==> config.mk <==
export PLATFORM = sky130hd
export DESIGN_NAME = tile_border_box_classifier
export DESIGN_NICKNAME = d
export VERILOG_FILES = /design/src/hw/rtl/tbbc_pkg.sv /design/src/hw/rtl/tbbc_seam_check.sv /design/src/hw/rtl/tile_border_box_classifier.sv
export SDC_FILE = /design/constraint.sdc
export NUM_CORES = 1
export LEC_CHECK = 0
export ABC_AREA = 0
export BUFFER_PORTS_ARGS = -buffer_cell sky130_fd_sc_hd__buf_2
export CORE_ASPECT_RATIO = 0.9
export CORE_MARGIN = 2
export CORE_UTILIZATION = 55
export CTS_BUF_LIST = sky130_fd_sc_hd__clkbuf_8
export CTS_CLUSTER_DIAMETER = 200
export DETAILED_ROUTE_END_ITERATION = 10
export GPL_TIMING_DRIVEN = 0
export PLACE_DENSITY_LB_ADDON = 0.1
export SYNTH_ARGS = -nofsm -noshare
export SYNTH_HDL_FRONTEND = slang
export SYNTH_SLANG_ARGS = --single-unit
==> constraint.sdc <==
create_clock -name clk -period 7.7 [get_ports clk]
set_input_delay 0.77 -clock clk [delete_from_list [all_inputs] [get_ports clk]]
set_output_delay 0.77 -clock clk [all_outputs]
set_load 0.01 [all_outputs]
==> src/hw/rtl/tbbc_pkg.sv <==
`default_nettype none

package tbbc_pkg;

    // Fixed field widths
    localparam int COORD_W  = 17;   // signed box corner
    localparam int EXTENT_W = 16;   // box width / height
    localparam int BORDER_W = 11;
    localparam int SIZE_W   = 13;

    // Configuration port
    localparam int APB_ADDR_W = 5;
    localparam int APB_DATA_W = 32;

    // Parameter defaults
    localparam int DEF_MAX_TILES_PER_AXIS = 16;
    localparam int DEF_MAX_BOXES_PER_TILE = 4096;

    // Register reset values
    localparam logic [BORDER_W-1:0] RST_BORDER = '0;
    localparam logic [SIZE_W-1:0]   RST_SIZE   = SIZE_W'(4096);
    localparam int                  RST_COUNT  = 1;

    // Register indexes (byte address / 4)
    typedef enum logic [2:0] {
        REG_SEAM_HALF_X     = 3'd0,
        REG_SEAM_HALF_Y     = 3'd1,
        REG_TILE_WIDTH      = 3'd2,
        REG_TILE_HEIGHT     = 3'd3,
        REG_LAST_COL_WIDTH  = 3'd4,
        REG_LAST_ROW_HEIGHT = 3'd5,
        REG_TILES_ACROSS    = 3'd6,
        REG_TILES_DOWN      = 3'd7
    } tbbc_reg_t;

    // Tile geometry handed to the seam check
    typedef struct packed {
        logic [BORDER_W-1:0] seam_half_x;
        logic [BORDER_W-1:0] seam_half_y;
        logic [SIZE_W-1:0]   tile_width;
        logic [SIZE_W-1:0]   tile_height;
        logic [SIZE_W-1:0]   last_col_width;
        logic [SIZE_W-1:0]   last_row_height;
    } tbbc_geom_t;

endpackage

`default_nettype wire

==> src/hw/rtl/tbbc_seam_check.sv <==
`default_nettype none

module tbbc_seam_check
    import tbbc_pkg::*;
#(
    parameter int TILE_IDX_W = 4,
    parameter int COUNT_W    = 5
)
(
    input  wire tbbc_geom_t                  geom,
    input  wire logic [COUNT_W-1:0]          tiles_across,
    input  wire logic [COUNT_W-1:0]          tiles_down,
    input  wire logic [TILE_IDX_W-1:0]       tile_row,
    input  wire logic [TILE_IDX_W-1:0]       tile_col,
    input  wire logic signed [COORD_W-1:0]   box_x,
    input  wire logic signed [COORD_W-1:0]   box_y,
    input  wire logic [EXTENT_W-1:0]         box_width,
    input  wire logic [EXTENT_W-1:0]         box_height,
    output logic                             hit
);

    localparam int PROD_W = SIZE_W + TILE_IDX_W;
    localparam int BASE_W = (PROD_W > COORD_W + 1) ? PROD_W : COORD_W + 1;
    localparam int CW     = BASE_W + 3;
    localparam int CMP_W  = ((TILE_IDX_W > COUNT_W) ? TILE_IDX_W : COUNT_W) + 1;

    logic              last_col, last_row;
    logic [SIZE_W-1:0] tw, th;
    logic [PROD_W-1:0] ox_u, oy_u;

    logic signed [CW-1:0] ox, oy, bx, by, tws, ths;
    logic signed [CW-1:0] x0, y0, x1, y1;
    logic signed [CW-1:0] xa, xb, xc, xd, ya, yb, yc, yd;
    logic top_hit, left_hit, right_hit, bottom_hit;

    // last column / row use their own sizes
    assign last_col = (CMP_W'(tile_col) + CMP_W'(1)) == CMP_W'(tiles_across);
    assign last_row = (CMP_W'(tile_row) + CMP_W'(1)) == CMP_W'(tiles_down);
    assign tw = last_col ? geom.last_col_width  : geom.tile_width;
    assign th = last_row ? geom.last_row_height : geom.tile_height;

    // tile origin in the image
    assign ox_u = PROD_W'(geom.tile_width)  * PROD_W'(tile_col);
    assign oy_u = PROD_W'(geom.tile_height) * PROD_W'(tile_row);

    assign ox  = $signed(CW'(ox_u));
    assign oy  = $signed(CW'(oy_u));
    assign bx  = $signed(CW'(geom.seam_half_x));
    assign by  = $signed(CW'(geom.seam_half_y));
    assign tws = $signed(CW'(tw));
    assign ths = $signed(CW'(th));

    // box corners
    assign x0 = CW'(box_x);
    assign y0 = CW'(box_y);
    assign x1 = x0 + $signed(CW'(box_width));
    assign y1 = y0 + $signed(CW'(box_height));

    // strip edges
    assign xa = ox - bx;
    assign xb = ox + bx;
    assign xc = ox + tws - bx;
    assign xd = ox + tws + bx;
    assign ya = oy - by;
    assign yb = oy + by;
    assign yc = oy + ths - by;
    assign yd = oy + ths + by;

    // strict overlap against each strip
    assign top_hit    = (x0 < xd) && (x1 > xa) && (y0 < yb) && (y1 > ya);
    assign left_hit   = (x0 < xb) && (x1 > xa) && (y0 < yc) && (y1 > yb);
    assign right_hit  = (x0 < xd) && (x1 > xc) && (y0 < yc) && (y1 > yb);
    assign bottom_hit = (x0 < xd) && (x1 > xa) && (y0 < yd) && (y1 > yc);

    assign hit = top_hit || left_hit || right_hit || bottom_hit;

endmodule

`default_nettype wire

==> src/hw/rtl/tile_border_box_classifier.sv <==
`default_nettype none

// Tile border box classifier. Each input item is one bounding box found in a
// tile, with the tile's row and column; an item comes out (tile row, column
// and box index) only when the box strictly overlaps one of the four seam
// strips around its tile, otherwise the box is dropped. The block takes one
// item per clock while in_stall is low: one input register, the strip build
// and compare logic, and one result register, which drives the outputs;
// out_stall backs up into in_stall only when both registers are full. Tile
// geometry is set through the APB-style registers (byte address 4*i) and must
// be written only while no box is in flight; the block does not enforce this.
module tile_border_box_classifier
    import tbbc_pkg::*;
#(
    parameter int MAX_TILES_PER_AXIS = DEF_MAX_TILES_PER_AXIS,
    parameter int MAX_BOXES_PER_TILE = DEF_MAX_BOXES_PER_TILE,
    localparam int TILE_IDX_W = (MAX_TILES_PER_AXIS > 1) ? $clog2(MAX_TILES_PER_AXIS) : 1,
    localparam int COUNT_W    = $clog2(MAX_TILES_PER_AXIS + 1),
    localparam int IDX_W      = (MAX_BOXES_PER_TILE > 1) ? $clog2(MAX_BOXES_PER_TILE) : 1
)
(
    input  wire logic                       clk,
    input  wire logic                       rst_n,

    // configuration port
    input  wire logic                       psel,
    input  wire logic                       penable,
    input  wire logic                       pwrite,
    input  wire logic [APB_ADDR_W-1:0]      paddr,
    input  wire logic [APB_DATA_W-1:0]      pwdata,
    output logic      [APB_DATA_W-1:0]      prdata,
    output logic                            pready,

    // box items in
    input  wire logic                       in_valid,
    output logic                            in_stall,
    input  wire logic [TILE_IDX_W-1:0]      tile_row,
    input  wire logic [TILE_IDX_W-1:0]      tile_col,
    input  wire logic signed [COORD_W-1:0]  box_x,
    input  wire logic signed [COORD_W-1:0]  box_y,
    input  wire logic [EXTENT_W-1:0]        box_width,
    input  wire logic [EXTENT_W-1:0]        box_height,
    input  wire logic [IDX_W-1:0]           box_index,

    // seam hit items out
    output logic                            out_valid,
    input  wire logic                       out_stall,
    output logic [TILE_IDX_W-1:0]           hit_row,
    output logic [TILE_IDX_W-1:0]           hit_col,
    output logic [IDX_W-1:0]                hit_index
);

    // configuration registers
    tbbc_geom_t         geom_reg;
    logic [COUNT_W-1:0] tiles_across_reg;
    logic [COUNT_W-1:0] tiles_down_reg;
    logic               cfg_write;
    tbbc_reg_t          cfg_sel;

    assign pready    = 1'b1;
    assign cfg_write = psel && penable && pwrite && pready;
    assign cfg_sel   = tbbc_reg_t'(paddr[APB_ADDR_W-1:2]);

    always_ff @(posedge clk or negedge rst_n)
    begin
        if (!rst_n)
        begin
            geom_reg.seam_half_x     <= RST_BORDER;
            geom_reg.seam_half_y     <= RST_BORDER;
            geom_reg.tile_width      <= RST_SIZE;
            geom_reg.tile_height     <= RST_SIZE;
            geom_reg.last_col_width  <= RST_SIZE;
            geom_reg.last_row_height <= RST_SIZE;
            tiles_across_reg         <= COUNT_W'(RST_COUNT);
            tiles_down_reg           <= COUNT_W'(RST_COUNT);
        end
        else if (cfg_write)
        begin
            case (cfg_sel)
                REG_SEAM_HALF_X:     geom_reg.seam_half_x     <= pwdata[BORDER_W-1:0];
                REG_SEAM_HALF_Y:     geom_reg.seam_half_y     <= pwdata[BORDER_W-1:0];
                REG_TILE_WIDTH:      geom_reg.tile_width      <= pwdata[SIZE_W-1:0];
                REG_TILE_HEIGHT:     geom_reg.tile_height     <= pwdata[SIZE_W-1:0];
                REG_LAST_COL_WIDTH:  geom_reg.last_col_width  <= pwdata[SIZE_W-1:0];
                REG_LAST_ROW_HEIGHT: geom_reg.last_row_height <= pwdata[SIZE_W-1:0];
                REG_TILES_ACROSS:    tiles_across_reg         <= pwdata[COUNT_W-1:0];
                REG_TILES_DOWN:      tiles_down_reg           <= pwdata[COUNT_W-1:0];
                default:             ;
            endcase
        end
    end

    // register readback
    always_comb
    begin
        case (cfg_sel)
            REG_SEAM_HALF_X:     prdata = APB_DATA_W'(geom_reg.seam_half_x);
            REG_SEAM_HALF_Y:     prdata = APB_DATA_W'(geom_reg.seam_half_y);
            REG_TILE_WIDTH:      prdata = APB_DATA_W'(geom_reg.tile_width);
            REG_TILE_HEIGHT:     prdata = APB_DATA_W'(geom_reg.tile_height);
            REG_LAST_COL_WIDTH:  prdata = APB_DATA_W'(geom_reg.last_col_width);
            REG_LAST_ROW_HEIGHT: prdata = APB_DATA_W'(geom_reg.last_row_height);
            REG_TILES_ACROSS:    prdata = APB_DATA_W'(tiles_across_reg);
            REG_TILES_DOWN:      prdata = APB_DATA_W'(tiles_down_reg);
            default:             prdata = '0;
        endcase
    end

    // input register
    logic                      s1_valid_reg;
    logic [TILE_IDX_W-1:0]     s1_row_reg, s1_col_reg;
    logic signed [COORD_W-1:0] s1_x_reg, s1_y_reg;
    logic [EXTENT_W-1:0]       s1_w_reg, s1_h_reg;
    logic [IDX_W-1:0]          s1_index_reg;

    // result register
    logic                      s2_valid_reg;
    logic [TILE_IDX_W-1:0]     s2_row_reg, s2_col_reg;
    logic [IDX_W-1:0]          s2_index_reg;

    logic s2_free, s1_hit, s2_load;

    assign s2_free  = !s2_valid_reg || !out_stall;
    assign in_stall = s1_valid_reg && !s2_free;
    assign s2_load  = s2_free && s1_valid_reg && s1_hit;

    always_ff @(posedge clk or negedge rst_n)
    begin
        if (!rst_n)
        begin
            s1_valid_reg <= 1'b0;
            s2_valid_reg <= 1'b0;
        end
        else
        begin
            if (!in_stall)
            begin
                s1_valid_reg <= in_valid;
            end
            if (s2_free)
            begin
                s2_valid_reg <= s1_valid_reg && s1_hit;
            end
        end
    end

    // payload, no reset
    always_ff @(posedge clk)
    begin
        if (in_valid && !in_stall)
        begin
            s1_row_reg   <= tile_row;
            s1_col_reg   <= tile_col;
            s1_x_reg     <= box_x;
            s1_y_reg     <= box_y;
            s1_w_reg     <= box_width;
            s1_h_reg     <= box_height;
            s1_index_reg <= box_index;
        end
        if (s2_load)
        begin
            s2_row_reg   <= s1_row_reg;
            s2_col_reg   <= s1_col_reg;
            s2_index_reg <= s1_index_reg;
        end
    end

    // strip build and overlap test
    tbbc_seam_check #(
        .TILE_IDX_W (TILE_IDX_W),
        .COUNT_W    (COUNT_W)
    ) u_seam_check (
        .geom         (geom_reg),
        .tiles_across (tiles_across_reg),
        .tiles_down   (tiles_down_reg),
        .tile_row     (s1_row_reg),
        .tile_col     (s1_col_reg),
        .box_x        (s1_x_reg),
        .box_y        (s1_y_reg),
        .box_width    (s1_w_reg),
        .box_height   (s1_h_reg),
        .hit          (s1_hit)
    );

    assign out_valid = s2_valid_reg;
    assign hit_row   = s2_row_reg;
    assign hit_col   = s2_col_reg;
    assign hit_index = s2_index_reg;

endmodule

`default_nettype wire
==> impl_metrics.json, run 1 <==
{
  "status": "complete, but fails checks",
  "violations": "setup timing",
  "dpl.hpwl_um": 49700,
  "grt.total_usage_pct": 30.3,
  "firstDrtPassIters": 7,
  "path_class": "reg2reg",
  "io_pins": 185,
  "cp.required_ns": 7.95,
  "ys_types": 96,
  "place.gp.congestion": 0.955,
  "antenna_cells": 0,
  "rsz0062_at_grt": "true",
  "yosys.area.top_type": "ha_1",
  "finClkSkew_ns": 0.0309,
  "synth.avg_cell_area_um2": 9.39,
  "cts_sinks": 192,
  "cts-root-buf": "clkbuf_8",
  "layout-drive-gt1-share_pct": 23.1,
  "synth_top_area_share_pct": 21.0,
  "dieWidth_um": 217,
  "path_max_fanout": 6,
  "cap_violations": 0,
  "yosys_warnings": 0,
  "synthesis.area_um2": 22400,
  "ys_top_cells_by_area": "ha_1 (21%), edfxtp_1 (14%), dfrtp_1 (9.0%)",
  "antenna_left": 0,
  "io_buffers": 141,
  "clk_latency_ns": 0.56,
  "synthCells": 2382,
  "layout-area-overhead-vs-synth_pct": 17.0,
  "vias": 18800,
  "hold_buffers": 0,
  "drtIter0Drc": 1358,
  "ys_ff_latch": 192,
  "multi_input_area_um2": 17000,
  "fmaxAchievable_ghz": 0.121,
  "htreeDepth": 4,
  "synth-edff-count": 106,
  "antenna_found_initial": 3,
  "cp_slowest_cell": "fa_1",
  "finalWorstSetupSlack_ns": -0.532,
  "cts.reportedPaths.clkPinSlew_ns": 0.12,
  "largest_register_ffs": 74,
  "hold_viol": 0,
  "cts_made_buffers": 17,
  "grt_pass1_vias": 18100,
  "synth_commonest_cells": "ha_1 (375), inv_1 (205), a21oi_1 (155)",
  "min_period_ns": 8.23,
  "async_flop_share_pct": 44.8,
  "die_height_um": 195,
  "min_path_type": "in2async",
  "grt_max_degree": 61,
  "wl_per_cell_um": 20.0,
  "yosysSeqAreaShare_pct": 23.9,
  "seq_area_um2": 5340,
  "endpoint_kind": "register",
  "drc_errors": 0,
  "rows": 70,
  "fp.dieArea_um2": 42300,
  "relSlewSlack_pct": 44.2,
  "cp.arrival_ns": 8.48,
  "fin_nets": 3213,
  "slew_viol_final": 0,
  "wl_um": 64000,
  "cts_tree": "yes",
  "start_util_pct": 55.4,
  "critPathMaxStageDelay_ns": 0.53,
  "hold-worst-slack_ns": 0.130,
  "yosysMostFrequentCell": "ha_1",
  "nFillCells": 3370,
  "overflow": 0,
  "cts.path.max_buffers": 2,
  "cp-start-kind": "register",
  "core_area_um2": 40400,
  "tightest_slew_ns": 0.826,
  "synth_flop_cell": "edfxtp_1",
  "final_util_pct": 64.8,
  "timing.final.crit_share_pct": 107,
  "setup_viol": 21,
  "grt_pass1_wl_um": 99400,
  "viasPerCell": 5.86
}
area by class of cell:
cell class | instances | share of cell area (%)
buffer | 62 | 1.58
clock buffer | 17 | 0.895
clock inverter | 15 | 0.761
inverter | 206 | 2.96
multi-input combinational | 1937 | 65.0
sequential | 192 | 20.4
tap | 540 | 2.58
timing repair buffer | 236 | 5.80
layout by cell type, fill, tap and decap left out, drive strengths merged, types with 22 or more instances in the layout:
cell type	instances
nor2	135
nand2b	39
a21o	54
buf	269
nand4	25
o21bai	28
edfxtp	106
and2	77
conb	22
o21a	35
inv	213
mux2	117
xor2	50
fa	56
ha	375
xnor2	141
nor2b	38
dfrtp	80
nand2	120
o21ai	107
a21oi	157
clkbuf	46
a211oi	24
nand3	53
nor3	34
critical path: cells and delay by family, from the launching register on:
kind	cells	cell delay (ns)
fa+ha+maj	6	2.18
xor+xnor	3	0.58
buf+inv	6	0.85
flops	1	0.51
compound gates	11	2.61
simple gates	7	1.21
kinds of logic (layout without fill, tap and decap cells):
| group | after synthesis | after routing | share of synthesized area, % |
|---|---|---|---|
| compound gates | 554 | 555 | 16.5 |
| flops | 192 | 192 | 23.9 |
| buf+inv | 274 | 536 | 5.03 |
| simple gates | 602 | 602 | 13.9 |
| other cells | 2 | 22 | 0.0336 |
| mux | 136 | 136 | 6.91 |
| xor+xnor | 191 | 191 | 7.77 |
| fa+ha+maj | 431 | 431 | 26.0 |
routing by layer:
metal / share of wire, % / track usage [%]
met5: 0.32 / 3.10
met1: 49 / 46.5
met4: 1.5 / 6.01
met3: 8.6 / 7.21
met2: 40 / 42.6
worst paths after layout:
kind	from	end	depth (start not counted)	slack (ns)
worst min register to register	s1_index_reg[7]	hit_index[7]	0	0.41
max in group asynchronous	rst_n	geom_reg[51]	2	6.92
worst max-delay path	s1_row_reg[2]	hit_index[1]	33	-0.53
worst min-delay path	rst_n	tiles_across_reg[1]	1	0.13
min in group clk	box_x[12]	s1_x_reg[12]	1	0.37
worst max register to register	s1_row_reg[2]	hit_index[1]	33	-0.53
per-stage QoR:
step	area (µm²)	cells	setup slack [ns]	setup TNS [ns]
after floorplan	22500	2402	0.00341	0
after global placement	23900	3083	-2.85	-58.76
after detailed placement	23900	3086	-1.79	-36.65
after CTS	25600	3182	-0.430	-8.26
after global routing	26100	3205	-0.804	-16.15
final	26100	3205	-0.532	-10.33
repair_timing:
action	in CTS	in global routing
buffers inserted	66	28
cloned	3	0
pin swaps	58	61
endpoints found under the setup margin	21	21
gates resized for setup	140	95
Power of run 1 is not shown: default switching activity piles up to over one toggle a cycle in this logic, so the estimate is an artifact.
==> run 2, diff against run 1 <==
--- a/config.mk
+++ b/config.mk
@@ -6,13 +6,15 @@
 export NUM_CORES = 1
 export LEC_CHECK = 0
 export ABC_AREA = 0
-export BUFFER_PORTS_ARGS = -buffer_cell sky130_fd_sc_hd__buf_2
+export CELL_PAD_IN_SITES_DETAIL_PLACEMENT = 0
+export CELL_PAD_IN_SITES_GLOBAL_PLACEMENT = 2
 export CORE_ASPECT_RATIO = 0.9
 export CORE_MARGIN = 2
-export CORE_UTILIZATION = 55
+export CORE_UTILIZATION = 39
 export CTS_BUF_LIST = sky130_fd_sc_hd__clkbuf_8
 export CTS_CLUSTER_DIAMETER = 200
 export DETAILED_ROUTE_END_ITERATION = 10
+export DONT_BUFFER_PORTS = 1
 export GPL_TIMING_DRIVEN = 0
 export PLACE_DENSITY_LB_ADDON = 0.1
 export SYNTH_ARGS = -nofsm -noshare
==> run 2 against run 1 <==
The flow still finishes with violations (setup timing). Clock skew shrank 0.0029 ns. Maximum frequency grew 0.73%. Clock-buffer cell count is the same. Via count shrank 5.1%. Worst hold slack lost 0.060 ns.
==> impl_metrics.json, run 2 (synthesized netlist as in run 1, its figures left out) <==
{
  "cts_tree": "yes",
  "status": "complete, but fails checks",
  "critPathMaxStageDelay_ns": 0.51,
  "cts_sinks": 192,
  "rsz0062_at_grt": "true",
  "grt_pass1_vias": 17600,
  "cp_slowest_cell": "fa_1",
  "min_path_type": "in2async",
  "relSlewSlack_pct": 43.9,
  "antenna_found_initial": 1,
  "path_max_fanout": 10,
  "vias": 17800,
  "wl_per_cell_um": 20.8,
  "viasPerCell": 5.40,
  "layout_common_cells": "ha_1 (344), inv_1 (199), a21oi_1 (137)",
  "dpl_cell_area_um2": 23500,
  "layout-drive-gt1-share_pct": 20.2,
  "slew_viol_final": 0,
  "htreeDepth": 4,
  "finalWorstSetupSlack_ns": -0.473,
  "cts.reportedPaths.clkPinSlew_ns": 0.13,
  "timing.final.crit_share_pct": 106,
  "wl_um": 68700,
  "final_util_pct": 45.9,
  "cp.required_ns": 8.00,
  "stdcell_area_um2": 26100,
  "cap_violations": 0,
  "tightest_slew_ns": 0.842,
  "drtIter0Drc": 1079,
  "worst_path_most_repeated_cell": "buf_12",
  "cts.path.max_buffers": 2,
  "crit_start": "s1_row_reg[2]",
  "dieWidth_um": 256,
  "drc_errors": 0,
  "rows": 83,
  "fin_tns_setup_ns": -9.03,
  "final_common_cell": "ha_1",
  "grt.total_usage_pct": 23.0,
  "place.gp.congestion": 0.903,
  "finClkSkew_ns": 0.0280,
  "fp.dieArea_um2": 59300,
  "die_height_um": 231,
  "cp.arrival_ns": 8.48,
  "path_class": "reg2reg",
  "fin_nets": 3081,
  "cp-start-kind": "register",
  "io_buffers": 0,
  "cts_made_buffers": 17,
  "setup_viol": 20,
  "grt_max_degree": 87,
  "cp_top_family": "compound AO/OA/AOI/OAI gates",
  "r2r-start": "s1_row_reg[2]",
  "io_pins": 185,
  "core_area_um2": 56900,
  "dpl.hpwl_um": 55000,
  "overflow": 0,
  "cts-root-buf": "clkbuf_8",
  "violations": "setup timing",
  "grt_pass1_wl_um": 104000,
  "fmaxAchievable_ghz": 0.122,
  "antenna_left": 0,
  "path_buf_inv": 8,
  "firstDrtPassIters": 5,
  "min_period_ns": 8.17,
  "endpoint_kind": "register",
  "hold_viol": 0,
  "start_util_pct": 39.3,
  "clk_latency_ns": 0.58,
  "layout-area-overhead-vs-synth_pct": 16.9,
  "hold-worst-slack_ns": 0.0701,
  "largest_register_ffs": 74
}
==> run 2: final timing paths <==
| kind | endpoint | slack (ns) | cells past startpoint |
|---|---|---|---|
| max | hit_index[1] | -0.47 | 38 |
| max reg2reg | hit_index[1] | -0.47 | 38 |
| min in group clk | s1_x_reg[15] | 0.27 | 0 |
| max in group asynchronous | tiles_down_reg[0] | 7.24 | 1 |
| min | tiles_across_reg[3] | 0.07 | 1 |
| min reg2reg | hit_index[10] | 0.42 | 0 |
==> run 2: cell type report <==
type | instances | area (µm²)
multi-input cells | 1937 | 17300
clock buffers | 17 | 234
inverters | 206 | 773
clock inverters | 15 | 225
repair buffers | 104 | 905
flip-flops and latches | 192 | 5340
diodes | 2 | 5.00
fillers | 5536 | 30800
well taps | 765 | 957
plain buffers | 62 | 409
==> run 2: timing repair <==
item | 4_1_cts | 5_1_grt
pin swaps | 91 | 50
gates cloned | 2 | 0
hold endpoints to repair | 86 | 0
gates resized for setup | 211 | 66
hold buffers | 1 | 0
buffers inserted | 84 | 18
setup endpoints to repair | 21 | 21
==> run 2: per-stage QoR <==
step	worst slack, ns	cells
floorplan	0.00341	2402
CTS	-0.306	3283
detailed placement	-2.39	3169
global route	-0.747	3300
finish	-0.473	3300
global placement	-3.29	3167
==> run 2: worst register-to-register path, delay by kind of cell (launching register included) <==
kind,cells,cell delay [ns]
adder cells (fa/ha/maj),6,2.07
AND/OR/NAND/NOR,10,1.88
AO/OA/AOI/OAI,13,2.29
buffers and inverters,8,1.02
XOR/XNOR,1,0.16
flip-flops,1,0.49
==> run 2: per-layer routing <==
layer / vias up / track usage (%) / wire length (µm)
met5: - / 0 / 0
met3: 55 / 5.75 / 4230
met4: 0 / 6.14 / 1240
met1: 8599 / 34.0 / 35400
li1: 8800 / - / -
met2: 368 / 33.1 / 27900
Power of run 2 is left out for the same reason.
==> run 3, diff against run 2 <==
--- a/config.mk
+++ b/config.mk
@@ -6,17 +6,18 @@
 export NUM_CORES = 1
 export LEC_CHECK = 0
 export ABC_AREA = 0
+export BUFFER_PORTS_ARGS = -buffer_cell sky130_fd_sc_hd__buf_2
 export CELL_PAD_IN_SITES_DETAIL_PLACEMENT = 0
 export CELL_PAD_IN_SITES_GLOBAL_PLACEMENT = 2
 export CORE_ASPECT_RATIO = 0.9
 export CORE_MARGIN = 2
-export CORE_UTILIZATION = 39
+export CORE_UTILIZATION = 36
 export CTS_BUF_LIST = sky130_fd_sc_hd__clkbuf_8
 export CTS_CLUSTER_DIAMETER = 200
 export DETAILED_ROUTE_END_ITERATION = 10
-export DONT_BUFFER_PORTS = 1
 export GPL_TIMING_DRIVEN = 0
 export PLACE_DENSITY_LB_ADDON = 0.1
+export RECOVER_POWER = 50
 export SYNTH_ARGS = -nofsm -noshare
 export SYNTH_HDL_FRONTEND = slang
 export SYNTH_SLANG_ARGS = --single-unit
==> run 3 against run 2 <==
The run still ends with setup timing left. Die area up 8.2%. Worst hold slack better by 0.28 ns. Via count up 3.2%. Core utilization down 1.8 points. Sequential share of layout area down 0.70 points. First-iteration DRC count down 2.0%. Clock skew about the same. Largest cell class unchanged.
==> impl_metrics.json, run 3 (synthesized netlist as in run 1, its figures left out) <==
{
  "status": "complete, but fails checks",
  "violations": "setup timing",
  "cts.reportedPaths.clkPinSlew_ns": 0.14,
  "layout_common_cells": "ha_1 (342), inv_1 (196), buf_2 (142)",
  "dpl.hpwl_um": 56200,
  "core_area_um2": 61300,
  "largest_register_ffs": 74,
  "overflow": 0,
  "place.gp.congestion": 0.902,
  "cts-root-buf": "clkbuf_8",
  "path_buf_inv": 5,
  "grt_pass1_wl_um": 105000,
  "die_height_um": 240,
  "firstDrtPassIters": 5,
  "relSlewSlack_pct": 15.4,
  "layout-drive-gt1-share_pct": 25.6,
  "vias": 18400,
  "final_common_cell": "ha_1",
  "cp_top_family": "compound AO/OA/AOI/OAI gates",
  "r2r_cells": 33,
  "slew_viol_final": 0,
  "fmaxAchievable_ghz": 0.122,
  "dieWidth_um": 267,
  "hold-worst-slack_ns": 0.348,
  "endpoint_kind": "register",
  "antenna_left": 0,
  "finalWorstSetupSlack_ns": -0.505,
  "grt.total_usage_pct": 21.8,
  "cp.arrival_ns": 8.51,
  "min_path_type": "in2reg",
  "grt_pass1_vias": 17600,
  "drc_errors": 0,
  "clk_latency_ns": 0.58,
  "rsz0062_at_grt": "true",
  "fp.dieArea_um2": 64100,
  "cp.required_ns": 8.00,
  "rows": 86,
  "nFillCells": 6009,
  "fin_nets": 3235,
  "wl_um": 69800,
  "cts_sinks": 192,
  "drtIter0Drc": 1057,
  "finClkSkew_ns": 0.0282,
  "critPathMaxStageDelay_ns": 0.55,
  "layout-area-overhead-vs-synth_pct": 21.1,
  "start_util_pct": 36.5,
  "cts_tree": "yes",
  "io_buffers": 141,
  "cts.path.max_buffers": 2,
  "wl_per_cell_um": 20.1,
  "htreeDepth": 4,
  "tightest_slew_ns": 1.27,
  "path_class": "reg2reg",
  "antenna_found_initial": 2,
  "cap_violations": 0,
  "timing.final.crit_share_pct": 107,
  "path_depth": 33,
  "hold_viol": 0,
  "min_period_ns": 8.21,
  "cts_made_buffers": 17,
  "holdPathStages": 1,
  "cp-start-kind": "register",
  "cp_slowest_cell": "fa_1",
  "path_max_fanout": 5,
  "viasPerCell": 5.29,
  "setup_viol": 20,
  "grt_max_degree": 68,
  "io_pins": 185
}
[run 3: cell types whose count changed in the layout (fill, tap and decap cells not counted), moves of 3 or more]
cell | previous run | this run
inv_1 | 199 | 196
clkinv_8 | 7 | 4
a21oi_1 | 137 | 131
buf_2 | 2 | 142
a21oi_2 | 14 | 21
nor4_2 | 4 | 1
inv_2 | 6 | 9
o21ai_0 | 77 | 74
o21ai_2 | 9 | 16
buf_4 | 114 | 125
o21ai_1 | 18 | 14
[run 3: cell type report]
type	count	area [µm²]	area share [%]
clock inverter	14	178	0.656
sequential	192	5340	19.7
timing repair buffer	258	1680	6.21
antenna	1	2.50	0.00924
clock buffer	18	248	0.915
inverter	206	773	2.86
tap	792	991	3.66
buffer	62	418	1.54
multi-input combinational	1937	17400	64.4
[run 3: metal layers]
metal | global-route usage [%] | vias up | share of wire, %
met2 | 30.1 | 382 | 39
met3 | 3.59 | 50 | 4.9
met1 | 34.7 | 8842 | 54
met4 | 4.48 | 2 | 1.2
li1 | - | 9122 | -
met5 | 0 | - | 0.016
[run 3: through the flow]
stage / instances / area [µm²] / setup TNS (ns) / util, % / setup slack [ns]
final: 3480 / 27100 / -9.81 / 44.1 / -0.505
after global routing: 3479 / 27100 / -13.78 / 44.1 / -0.700
after floorplan: 2402 / 22500 / 0 / - / 0.00341
after CTS: 3439 / 26200 / -8.01 / 42.8 / -0.445
after global placement: 3335 / 24200 / -72.46 / 39.4 / -3.50
after detailed placement: 3337 / 24200 / -53.87 / 39.5 / -2.61
[run 3: path summary, 6_finish.rpt]
path                            startpoint                   to  slack [ns]
max                          s1_row_reg[2]           hit_row[0]       -0.51
min                               box_y[5]          s1_y_reg[5]        0.35
max reg2reg                  s1_row_reg[2]           hit_row[0]       -0.51
min reg2reg                s1_index_reg[3]         hit_index[3]        0.43
max in group asynchronous            rst_n         geom_reg[58]        5.76
min in group asynchronous            rst_n  tiles_across_reg[2]        0.98
[run 3: timing repair]
action / CTS / global route
pin swaps: 60 / 87
endpoints found under the hold margin: 2 / 0
hold buffers: 1 / 0
setup buffers: 72 / 43
setup endpoints to repair: 21 / 21
gates cloned: 2 / 0
gates resized for setup: 195 / 119
Power of run 3 is left out for the same reason.
